File: config.mk
export PLATFORM = sky130hd
export DESIGN_NAME = mouse_event_qualifier
export DESIGN_NICKNAME = d
export VERILOG_FILES = /design/src/rtl/meq_pkg.sv /design/src/rtl/meq_ctrl.sv /design/src/rtl/meq_ring.sv /design/src/rtl/meq_core.sv /design/src/rtl/mouse_event_qualifier.sv
export SDC_FILE = /design/constraint.sdc
export NUM_CORES = 1
export LEC_CHECK = 0
export BUFFER_PORTS_ARGS = -buffer_cell sky130_fd_sc_hd__buf_2
export CAP_MARGIN = 10
export CORE_MARGIN = 2
export CORE_UTILIZATION = 55
export CTS_BUF_LIST = sky130_fd_sc_hd__clkbuf_8
export CTS_CLUSTER_SIZE = 24
export DETAILED_ROUTE_END_ITERATION = 8
export GPL_TIMING_DRIVEN = 0
export PLACE_DENSITY = 0.77
export SLEW_MARGIN = 20
export SYNTH_ARGS = -nofsm -noshare
export SYNTH_HDL_FRONTEND = slang
export SYNTH_HIERARCHICAL = 1
export SYNTH_SLANG_ARGS = --single-unit
File: constraint.sdc
create_clock -name clk -period 7.95 [get_ports clk]
set_input_delay 0 -clock clk [delete_from_list [all_inputs] [get_ports clk]]
set_output_delay 0 -clock clk [all_outputs]
set_load 0.05 [all_outputs]
File: src/rtl/meq_pkg.sv
// Package for the mouse event qualifier: shared types and codes.
// No dependencies; used by every module of the block.
package meq_pkg;

  localparam int unsigned COORD_W = 16;
  localparam int unsigned BTN_W   = 3;
  localparam int unsigned TIME_W  = 32;
  localparam int unsigned DIM_W   = 15;
  localparam int unsigned EDGE_W  = 4;
  localparam int unsigned CFG_IDX_W = 1;

  localparam logic [CFG_IDX_W-1:0] REG_SCREEN_WIDTH  = 1'd0;
  localparam logic [CFG_IDX_W-1:0] REG_SCREEN_HEIGHT = 1'd1;

  localparam logic [DIM_W-1:0] SCREEN_WIDTH_RST  = 15'd1024;
  localparam logic [DIM_W-1:0] SCREEN_HEIGHT_RST = 15'd768;

  typedef enum logic [1:0] {
    LEFT_HOLD    = 2'd0,
    LEFT_DRAG    = 2'd1,
    LEFT_CLICK   = 2'd2,
    LEFT_RELEASE = 2'd3
  } left_status_t;

  localparam logic [1:0] WHEEL_NEG  = 2'd0;
  localparam logic [1:0] WHEEL_POS  = 2'd1;
  localparam logic [1:0] WHEEL_NONE = 2'd2;

  localparam int unsigned EDGE_LEFT  = 0;
  localparam int unsigned EDGE_RIGHT = 1;
  localparam int unsigned EDGE_UP    = 2;
  localparam int unsigned EDGE_DOWN  = 3;

  // pipeline enables from the handshake control
  typedef struct packed {
    logic load_in;
    logic step;
  } meq_ctrl_t;

  typedef struct packed {
    logic [EDGE_W-1:0] edge_scroll;
    logic [BTN_W-1:0]  button_press;
    logic [BTN_W-1:0]  button_release;
    logic              activity;
    left_status_t      left_status;
    logic [TIME_W-1:0] left_press_time;
    logic [TIME_W-1:0] idle_ms;
    logic [1:0]        wheel_dir;
  } meq_result_t;

endpackage

File: src/rtl/meq_ctrl.sv
// Handshake control: valid bits of the input and result registers.
// Depends on meq_pkg.
module meq_ctrl (
  input  logic               clk,
  input  logic               rst,
  input  logic               in_valid,
  output logic               in_stall,
  output logic               out_valid,
  input  logic               out_stall,
  output meq_pkg::meq_ctrl_t ctrl
);

  logic s1_valid;
  logic s1_valid_next;
  logic out_valid_next;
  logic out_can;
  logic s1_can;

  always_comb begin
    out_can      = !out_valid || !out_stall;
    s1_can       = !s1_valid || out_can;
    in_stall     = !s1_can;
    ctrl.load_in = in_valid && s1_can;
    ctrl.step    = s1_valid && out_can;
    if (ctrl.load_in) begin
      s1_valid_next = 1'b1;
    end else if (ctrl.step) begin
      s1_valid_next = 1'b0;
    end else begin
      s1_valid_next = s1_valid;
    end
    if (ctrl.step) begin
      out_valid_next = 1'b1;
    end else if (!out_stall) begin
      out_valid_next = 1'b0;
    end else begin
      out_valid_next = out_valid;
    end
  end

  always_ff @(posedge clk) begin
    if (rst) begin
      s1_valid  <= 1'b0;
      out_valid <= 1'b0;
    end else begin
      s1_valid  <= s1_valid_next;
      out_valid <= out_valid_next;
    end
  end

endmodule

File: src/rtl/meq_ring.sv
// Position history ring: write-only store of moved pointer positions.
// Depends on meq_pkg for coordinate width.
module meq_ring #(
  parameter int unsigned DEPTH = 10,
  parameter int unsigned PTR_W = 4
) (
  input  logic                         clk,
  input  logic                         we,
  input  logic [PTR_W-1:0]             addr,
  input  logic [2*meq_pkg::COORD_W-1:0] data
);

  logic [2*meq_pkg::COORD_W-1:0] mem [DEPTH];

  always_ff @(posedge clk) begin
    if (we) begin
      mem[addr] <= data;
    end
  end

endmodule

File: src/rtl/meq_core.sv
// Sample register, qualifier state, result logic and result register.
// Depends on meq_pkg; drives the write side of meq_ring.
module meq_core #(
  parameter int unsigned HISTORY_DEPTH = 10,
  parameter int unsigned PTR_W = 4,
  parameter int unsigned SLOT_W = 4
) (
  input  logic                              clk,
  input  logic                              rst,
  input  meq_pkg::meq_ctrl_t                ctrl,
  input  logic [meq_pkg::DIM_W-1:0]         screen_width,
  input  logic [meq_pkg::DIM_W-1:0]         screen_height,
  input  logic signed [meq_pkg::COORD_W-1:0] window_x,
  input  logic signed [meq_pkg::COORD_W-1:0] window_y,
  input  logic signed [meq_pkg::COORD_W-1:0] cursor_x,
  input  logic signed [meq_pkg::COORD_W-1:0] cursor_y,
  input  logic [meq_pkg::BTN_W-1:0]         buttons,
  input  logic signed [meq_pkg::COORD_W-1:0] wheel_delta,
  input  logic [meq_pkg::TIME_W-1:0]        now_ms,
  output meq_pkg::meq_result_t              result,
  output logic [SLOT_W-1:0]                 history_slot,
  output logic                              ring_we,
  output logic [PTR_W-1:0]                  ring_addr,
  output logic [2*meq_pkg::COORD_W-1:0]     ring_data
);

  localparam logic [PTR_W-1:0] PTR_LAST = PTR_W'(HISTORY_DEPTH - 1);

  // sample register
  logic signed [meq_pkg::COORD_W-1:0] s_wx, s_wy, s_cx, s_cy, s_wheel;
  logic [meq_pkg::BTN_W-1:0]          s_btn;
  logic [meq_pkg::TIME_W-1:0]         s_now;

  // qualifier state
  logic [meq_pkg::COORD_W-1:0] last_x, last_y, anchor_x, anchor_y;
  logic [meq_pkg::BTN_W-1:0]   last_buttons;
  meq_pkg::left_status_t       press_status;
  logic [meq_pkg::TIME_W-1:0]  press_time, idle_since;
  logic [PTR_W-1:0]            ring_pointer;

  logic [meq_pkg::COORD_W-1:0] anchor_x_next, anchor_y_next;
  meq_pkg::left_status_t       press_status_next;
  logic [meq_pkg::TIME_W-1:0]  press_time_next, idle_since_next;
  logic [PTR_W-1:0]            ring_pointer_next;

  logic                          moved;
  logic                          at_anchor;
  logic [meq_pkg::BTN_W-1:0]     changed;
  logic signed [meq_pkg::COORD_W:0] cx_ext, cy_ext, right_edge, bottom_edge;
  meq_pkg::meq_result_t          res;
  logic [SLOT_W-1:0]             slot;

  always_ff @(posedge clk) begin
    if (ctrl.load_in) begin
      s_wx    <= window_x;
      s_wy    <= window_y;
      s_cx    <= cursor_x;
      s_cy    <= cursor_y;
      s_btn   <= buttons;
      s_wheel <= wheel_delta;
      s_now   <= now_ms;
    end
  end

  always_comb begin
    moved   = (s_wx != last_x) || (s_wy != last_y);
    changed = s_btn ^ last_buttons;

    cx_ext      = (meq_pkg::COORD_W+1)'(s_cx);
    cy_ext      = (meq_pkg::COORD_W+1)'(s_cy);
    right_edge  = $signed({2'b00, screen_width}) - 17'sd1;
    bottom_edge = $signed({2'b00, screen_height}) - 17'sd1;

    anchor_x_next     = anchor_x;
    anchor_y_next     = anchor_y;
    press_time_next   = press_time;
    press_status_next = press_status;
    at_anchor = (anchor_x == s_wx) && (anchor_y == s_wy);
    if (s_btn[0]) begin
      if (!last_buttons[0]) begin
        press_status_next = meq_pkg::LEFT_HOLD;
        press_time_next   = s_now;
        anchor_x_next     = s_wx;
        anchor_y_next     = s_wy;
      end else if (!at_anchor) begin
        press_status_next = meq_pkg::LEFT_DRAG;
      end
    end else if (at_anchor && press_status != meq_pkg::LEFT_DRAG) begin
      press_status_next = meq_pkg::LEFT_CLICK;
    end else begin
      press_status_next = meq_pkg::LEFT_RELEASE;
    end

    res.edge_scroll[meq_pkg::EDGE_LEFT]  = cx_ext <= 17'sd0;
    res.edge_scroll[meq_pkg::EDGE_RIGHT] = cx_ext >= right_edge;
    res.edge_scroll[meq_pkg::EDGE_UP]    = cy_ext <= 17'sd0;
    res.edge_scroll[meq_pkg::EDGE_DOWN]  = cy_ext >= bottom_edge;
    res.button_press    = changed & s_btn;
    res.button_release  = changed & last_buttons;
    res.activity        = moved || (changed != '0);
    res.left_status     = press_status_next;
    res.left_press_time = (press_status_next == meq_pkg::LEFT_HOLD) ? press_time_next : '0;
    res.idle_ms         = res.activity ? '0 : s_now - idle_since;
    idle_since_next     = res.activity ? s_now : idle_since;
    if (s_wheel < 0) begin
      res.wheel_dir = meq_pkg::WHEEL_NEG;
    end else if (s_wheel > 0) begin
      res.wheel_dir = meq_pkg::WHEEL_POS;
    end else begin
      res.wheel_dir = meq_pkg::WHEEL_NONE;
    end

    if (!moved) begin
      ring_pointer_next = ring_pointer;
    end else if (ring_pointer >= PTR_LAST) begin
      ring_pointer_next = '0;
    end else begin
      ring_pointer_next = ring_pointer + 1'b1;
    end
    slot = moved ? SLOT_W'(ring_pointer) : '0;

    ring_we   = ctrl.step && moved;
    ring_addr = ring_pointer;
    ring_data = {s_wy, s_wx};
  end

  always_ff @(posedge clk) begin
    if (rst) begin
      last_x       <= '0;
      last_y       <= '0;
      last_buttons <= '0;
      anchor_x     <= '0;
      anchor_y     <= '0;
      press_status <= meq_pkg::LEFT_RELEASE;
      press_time   <= '0;
      idle_since   <= '0;
      ring_pointer <= '0;
    end else if (ctrl.step) begin
      last_x       <= s_wx;
      last_y       <= s_wy;
      last_buttons <= s_btn;
      anchor_x     <= anchor_x_next;
      anchor_y     <= anchor_y_next;
      press_status <= press_status_next;
      press_time   <= press_time_next;
      idle_since   <= idle_since_next;
      ring_pointer <= ring_pointer_next;
    end
  end

  always_ff @(posedge clk) begin
    if (ctrl.step) begin
      result       <= res;
      history_slot <= slot;
    end
  end

endmodule

File: src/rtl/mouse_event_qualifier.sv
// 2 register stages: an accepted sample goes into the sample register, then into the result register.
// Throughput: one sample per cycle; the input stalls only while both the
// sample register and the result register hold and the output is stalled.
// Reset (rst, synchronous): empties both stages, returns the qualifier
// state to released/zero and the screen size registers to 1024 x 768.
// Top level; depends on meq_pkg, meq_ctrl, meq_core and meq_ring.
module mouse_event_qualifier #(
  parameter int unsigned HISTORY_DEPTH = 10,
  localparam int unsigned PTR_W  = (HISTORY_DEPTH > 1) ? $clog2(HISTORY_DEPTH) : 1,
  localparam int unsigned SLOT_W = (PTR_W > 4) ? PTR_W : 4
) (
  input  logic                                clk,
  input  logic                                rst,
  input  logic                                write_enable,
  input  logic [meq_pkg::CFG_IDX_W-1:0]       write_index,
  input  logic [meq_pkg::DIM_W-1:0]           write_data,
  input  logic                                in_valid,
  output logic                                in_stall,
  input  logic signed [meq_pkg::COORD_W-1:0]  window_x,
  input  logic signed [meq_pkg::COORD_W-1:0]  window_y,
  input  logic signed [meq_pkg::COORD_W-1:0]  cursor_x,
  input  logic signed [meq_pkg::COORD_W-1:0]  cursor_y,
  input  logic [meq_pkg::BTN_W-1:0]           buttons,
  input  logic signed [meq_pkg::COORD_W-1:0]  wheel_delta,
  input  logic [meq_pkg::TIME_W-1:0]          now_ms,
  output logic                                out_valid,
  input  logic                                out_stall,
  output logic [meq_pkg::EDGE_W-1:0]          edge_scroll,
  output logic [meq_pkg::BTN_W-1:0]           button_press,
  output logic [meq_pkg::BTN_W-1:0]           button_release,
  output logic                                activity,
  output logic [1:0]                          left_status,
  output logic [meq_pkg::TIME_W-1:0]          left_press_time,
  output logic [meq_pkg::TIME_W-1:0]          idle_ms,
  output logic [1:0]                          wheel_dir,
  output logic [SLOT_W-1:0]                   history_slot
);

  logic [meq_pkg::DIM_W-1:0] screen_width;
  logic [meq_pkg::DIM_W-1:0] screen_height;

  meq_pkg::meq_ctrl_t            ctrl;
  meq_pkg::meq_result_t          result;
  logic                          ring_we;
  logic [PTR_W-1:0]              ring_addr;
  logic [2*meq_pkg::COORD_W-1:0] ring_data;

  always_ff @(posedge clk) begin
    if (rst) begin
      screen_width  <= meq_pkg::SCREEN_WIDTH_RST;
      screen_height <= meq_pkg::SCREEN_HEIGHT_RST;
    end else if (write_enable) begin
      case (write_index)
        meq_pkg::REG_SCREEN_WIDTH:  screen_width  <= write_data;
        meq_pkg::REG_SCREEN_HEIGHT: screen_height <= write_data;
        default: ;
      endcase
    end
  end

  meq_ctrl u_ctrl (
    .clk       (clk),
    .rst       (rst),
    .in_valid  (in_valid),
    .in_stall  (in_stall),
    .out_valid (out_valid),
    .out_stall (out_stall),
    .ctrl      (ctrl)
  );

  meq_core #(
    .HISTORY_DEPTH (HISTORY_DEPTH),
    .PTR_W         (PTR_W),
    .SLOT_W        (SLOT_W)
  ) u_core (
    .clk           (clk),
    .rst           (rst),
    .ctrl          (ctrl),
    .screen_width  (screen_width),
    .screen_height (screen_height),
    .window_x      (window_x),
    .window_y      (window_y),
    .cursor_x      (cursor_x),
    .cursor_y      (cursor_y),
    .buttons       (buttons),
    .wheel_delta   (wheel_delta),
    .now_ms        (now_ms),
    .result        (result),
    .history_slot  (history_slot),
    .ring_we       (ring_we),
    .ring_addr     (ring_addr),
    .ring_data     (ring_data)
  );

  meq_ring #(
    .DEPTH (HISTORY_DEPTH),
    .PTR_W (PTR_W)
  ) u_ring (
    .clk  (clk),
    .we   (ring_we),
    .addr (ring_addr),
    .data (ring_data)
  );

  assign edge_scroll     = result.edge_scroll;
  assign button_press    = result.button_press;
  assign button_release  = result.button_release;
  assign activity        = result.activity;
  assign left_status     = result.left_status;
  assign left_press_time = result.left_press_time;
  assign idle_ms         = result.idle_ms;
  assign wheel_dir       = result.wheel_dir;

endmodule

======== Word-level counts from Yosys, hierarchy flattened ========
Index checks and enable logic that the tools add are counted.
W data, S select, Z words.
storage, ports and cells
  register bits ........................... 367
  output and inout bits ................... 85
  bits of input ports ..................... 136
cells by class
  eq/ne operators ......................... 6
  add/subtract/negate cells ............... 4
  reductions and logical operators ........ 20
  order comparisons ....................... 7
  bitwise operators ....................... 5
  muxes and demuxes ....................... 12
operators by type and width
  cell                     count
  $mux W32                 2
  $eq A16 B16 Y1           2
  $ge A16 B16 Y1           2
  $le A16 B1 Y1 const B    2
  $ne A16 B16 Y1           2
  $sub A15 B1 Y16 const B  2
  $sub A32 B32 Y32         1
  $gt A16 B1 Y1 const B    1
  $lt A16 B1 Y1 const B    1
  $mux W2                  4
  $reduce_and A2 Y1        4
  $and A3 B3 Y3            2
  $mux W1                  5
  $add A4 B1 Y4 const B    1
  $ge A4 B4 Y1 const B     1
  $logic_and A1 B1 Y1      4
  $logic_not A1 Y1         4
  $logic_or A1 B1 Y1       4
  $mux W4                  1
  $ne A2 B1 Y1 const B     2
  $reduce_and A3 Y1        1
  $reduce_bool A3 Y1       1
  $xor A3 B3 Y3            1
  $logic_not A2 Y1         1
  other kinds (2)          3

======== Depth between registers and ports, before layout ========
  depth after elaboration ................. 6
  mapped depth ............................ 13
  depth with buffers taken out ............ 13

======== Cells and area by module ========
Netlist, hierarchy kept.
modules (own cells, without submodules)
  module                 area an instance (µm²)  times used  cells an instance
  meq_core               15454.8                 1           1435
  mouse_event_qualifier  1286.2                  1           120
  meq_ctrl               101.3                   1           12

======== Least setup slack after synthesis ========
Ideal clock, no wire load.
  path type ............................... reg2reg
  from .................................... register screen_width[3] in the netlist's numbering
  to ...................................... register, netlist name u_core/result[76]
  library setup time ...................... 0.262 ns
  stages on the path, launching flop included .. 13
  path slack .............................. 5.107 ns
  arrival time ............................ 2.581 ns
  cells stage by stage .................... dfxtp_1 -> nor2_1 -> nand4_1 -> nand2b_1 -> or4_1 -> xor2_1 -> ha_1 -> a21o_1 -> a31oi_1 -> o21ai_0 -> a211oi_1 -> mux2i_1 -> o31ai_1
RTL lines
  element                   RTL line                     RTL
  start: declaration        mouse_event_qualifier.sv:39  logic [meq_pkg::DIM_W-1:0] screen_width;
  start signal: assignment  mouse_event_qualifier.sv:50  screen_width <= meq_pkg::SCREEN_WIDTH_RST;
  start signal: assignment  mouse_event_qualifier.sv:54  meq_pkg::REG_SCREEN_WIDTH: screen_width <= write_data;

==> reports/qor.yml <==
run_status:
  status: "complete, no violations"
worst_setup_path:
  cp-start-kind: "register"
  r2r_slack_ps: 4740
  crit_type: "register to register"
  max_stage_delay_ps: 450
  cp_max_fo: 5
  slowest_stage: "or4_1"
  critPathRequiredTime_ps: 8280
  r2r_end: "u_core/result[76]"
  r2r_start: "screen_width[2]"
  cp_num_buf_inv: 0
  arrival_ps: 3550
  startpoint: "screen_width[2]"
  cp_cell_sequence: "nor2_1 -> nand4_1 -> nand2b_1 -> or4_1 -> xor2_1 -> ha_1 -> a21o_1 -> a31oi_1 -> o21ai_0 -> a211oi_1 -> mux2i_1 -> o31ai_1"
  endpoint_kind: "register"
  r2r_cells: 12
  cp_top_family: "simple AND/OR/NAND/NOR gates"
yosys:
  yosysSeqAreaShare_pct: 55.4
  synth_area_leaders: "edfxtp_1 (35%), dfxtp_1 (20%), ha_1 (5.5%)"
  synth-edff-count: 198
  synth_top_area_share_pct: 35.3
  yosys.area_share.adder_pct: 5.62
  syn_inst: 1567
  synth_nets: 1778
  synth_compound_area_share_pct: 10.7
  synth_mux_area_share_pct: 3.69
  ys_ff_latch: 367
  synth_top_family_by_area: "simple AND/OR/NAND/NOR gates"
  yosys.area_share.simple_pct: 14.9
  synth_cell_type_count: 71
  synthXorXnorAreaFrac_pct: 5.93
  synth_top_area_cell: "edfxtp_1"
  yosys_most_used_dff: "edfxtp_1"
  syn_avg_cell_area_um2: 10.7
  synth_common_cells: "nand2_1 (222), edfxtp_1 (198), dfxtp_1 (169), nor2_1 (139), a21oi_1 (109)"
  synth_most_common_cell: "nand2_1"
  yosysWarnings: 6
  synthArstFlopShare_pct: 0
  syn_area_mm2: 0.0168
final_layout:
  seq_area_mm2: 0.00933
  multiInputGateArea_mm2: 0.00689
  fin_nets: 2204
  finalNonFillerCells: 2442
  drive_above_1_share_pct: 18.6
  fill_cells: 2191
  stdcell_area_mm2: 0.0211
  syn_to_final_growth_pct: 25.4
global_route:
  grt_max_degree: 116
  busiest_layer: "met2"
  grt_first_pass_wirelength_um: 65700
  grt_use_met3_pct: 4.69
  first_global_vias: 13100
  grt.total_usage_pct: 26.1
  grt_overflow: 0
  grt_util_met2_pct: 45.0
  antenna_found_initial: 2
  gr-usage-met1_pct: 32.2
sta:
  fin_tns_setup_ps: 0
  finalSetupViolCount: 0
  worst_pin_slew_ps: 966
  drv_slew: 0
  timing.hold.ws_ps: 106
  fin_crit_ps: 3210
  fin_crit_sh_pct: 40.4
  hold_violations: 0
  finClkSkew_ps: 12.2
  max_slew_margin_pct: 35.2
  rsz0062_at_grt: "no"
  fmax_ghz: 0.311
min_path:
  holdCritPathClass: "input pin to register"
  hp-start: "window_y[11]"
  hold_end: "u_core/s_wy[11]"
  min_path_cells: 2
die:
  ios: 221
  coreArea_mm2: 0.0303
  rows: 64
  die_width_um: 179
  die_h_um: 179
  start_util_pct: 55.5
  die-area_mm2: 0.0320
place:
  gp_congestion: 0.893
  port_buffers: 218
  placed_cells: 2181
  placed_area_mm2: 0.0184
  dp_hpwl_um: 27600
clock_network:
  clk_pin_slew_ps: 60
  h-tree-depth: 2
  cts_setup_buffers: 0
  clk_latency_ps: 600
  tritoncts: "yes"
  cts.path.max_buffers: 3
  clock-root-buffer: "clkbuf_8"
  cts_made_buffers: 58
  clock_sinks: 367
routing:
  drc: 0
  vias: 13200
  first_iter_violations: 984
  wirelength_um: 42400
  final_antenna_net_count: 0
  drt_first_pass_iters: 7
  wl_per_cell_um: 17.4
  viasPerCell: 5.40
job:
  max_cap_violations: 0
power:
  p_total_mw: 4.43
  p_leak_nw: 8.39
  power_density_mw_per_mm2: 210
  irDropWorstVdd_mv: 0.204
==> worst reg2reg max path, stage by stage, from the launching register on <==
cell and delay (ps):
dfxtp_1 350, nor2_1 270, nand4_1 200, nand2b_1 220, or4_1 450, xor2_1 170
ha_1 290, a21o_1 160, a31oi_1 150, o21ai_0 120, a211oi_1 250, mux2i_1 230
o31ai_1 100
==> registers in the layout, summed over array words and instances, names as in the netlist, 2 cells and up <==
| signal | flops |
|---|---|
| u_core/anchor_y | 16 |
| u_core/press_time | 32 |
| u_core/s_wx | 16 |
| screen_height | 15 |
| u_core/last_buttons | 3 |
| u_core/last_y | 16 |
| u_core/press_status | 2 |
| u_core/ring_addr | 4 |
| u_core/history_slot | 4 |
| u_core/idle_since | 32 |
| u_core/s_wy | 16 |
| u_core/s_now | 32 |
| u_core/anchor_x | 16 |
| u_core/s_cx | 16 |
| u_core/s_btn | 3 |
| u_core/s_wheel | 16 |
| u_core/last_x | 16 |
| screen_width | 15 |
| u_core/result | 79 |
| u_core/s_cy | 16 |
==> where the power goes <==
part	switching, mW	total, mW	leakage, nW	internal, mW
clock	0.753	1.61	0.685	0.861
sequential	0.0692	2.17	3.31	2.10
combinational	0.375	0.647	4.40	0.272
==> per-layer routing <==
metal / part of all wire [%] / vias to the layer above
met2: 50 / 490
met5: 0 / -
met1: 41 / 6202
met4: 3.9 / 0
met3: 5.9 / 117
li1: - / 6381
==> kinds of logic after synthesis <==
group,Yosys count
adder cells (fa/ha/maj),75
flip-flops,367
AO/OA/AOI/OAI,278
multiplexers,62
buffers and inverters,132
XOR/XNOR,114
AND/OR/NAND/NOR,539
==> repair_timing <==
| item | in CTS | in global routing |
|---|---|---|
| resized for setup | 0 | 0 |
| hold buffers | 147 | 0 |
| endpoints found under the hold margin | 148 | 0 |
==> layout make-up <==
type                    instances  area share (%)
flip-flops and latches        367            44.2
multi-input cells            1068            32.6
repair buffers                366            12.3
clock buffers                  66            4.30
well taps                     396            2.35
plain buffers                  75            1.97
clock inverters                44            1.29
inverters                      57            1.01
diodes                          3          0.0355
==> cells in the final DEF (no fill, tap or decap), drive strengths merged, types with 9 or more instances in the layout <==
master | Yosys | final
buf | 35 | 254
nand2 | 223 | 223
edfxtp | 198 | 198
dfxtp | 169 | 169
dlygate4sd3 | 0 | 147
a21oi | 141 | 141
nor2 | 139 | 139
clkbuf | 40 | 106
inv | 57 | 76
ha | 74 | 74
xnor2 | 62 | 62
mux2i | 61 | 61
xor2 | 52 | 52
nand2b | 49 | 49
a22oi | 32 | 32
nand4 | 30 | 30
o21ai | 30 | 30
nor4 | 26 | 26
a21o | 21 | 21
clkinv | 0 | 21
nor3 | 17 | 17
nand3 | 12 | 12
a211oi | 9 | 9
==> stage by stage <==
stage | util, % | worst slack (ps)
2_1_floorplan | - | 5110
3_3_place_gp | 60.7 | 4830
3_5_place_dp | 60.7 | 4740
4_1_cts | 69.5 | 4710
5_1_grt | 69.6 | 4610
6_report | 69.6 | 4740
==> how the worst max path moves through the flow <==
| stage | end | slack (ps) | cells after the start |
|---|---|---|---|
| 2_1_floorplan | u_core/result[76] | 5110 | 12 |
| 3_3_place_gp | u_core/result[76] | 4830 | 12 |
| 3_5_place_dp | u_core/anchor_x[4] | 4740 | 8 |
| 4_1_cts | u_core/anchor_x[4] | 4710 | 8 |
| 5_1_grt | u_core/result[76] | 4610 | 12 |
| 6_report | u_core/result[76] | 4740 | 12 |
(Power assumes the default switching activity.)
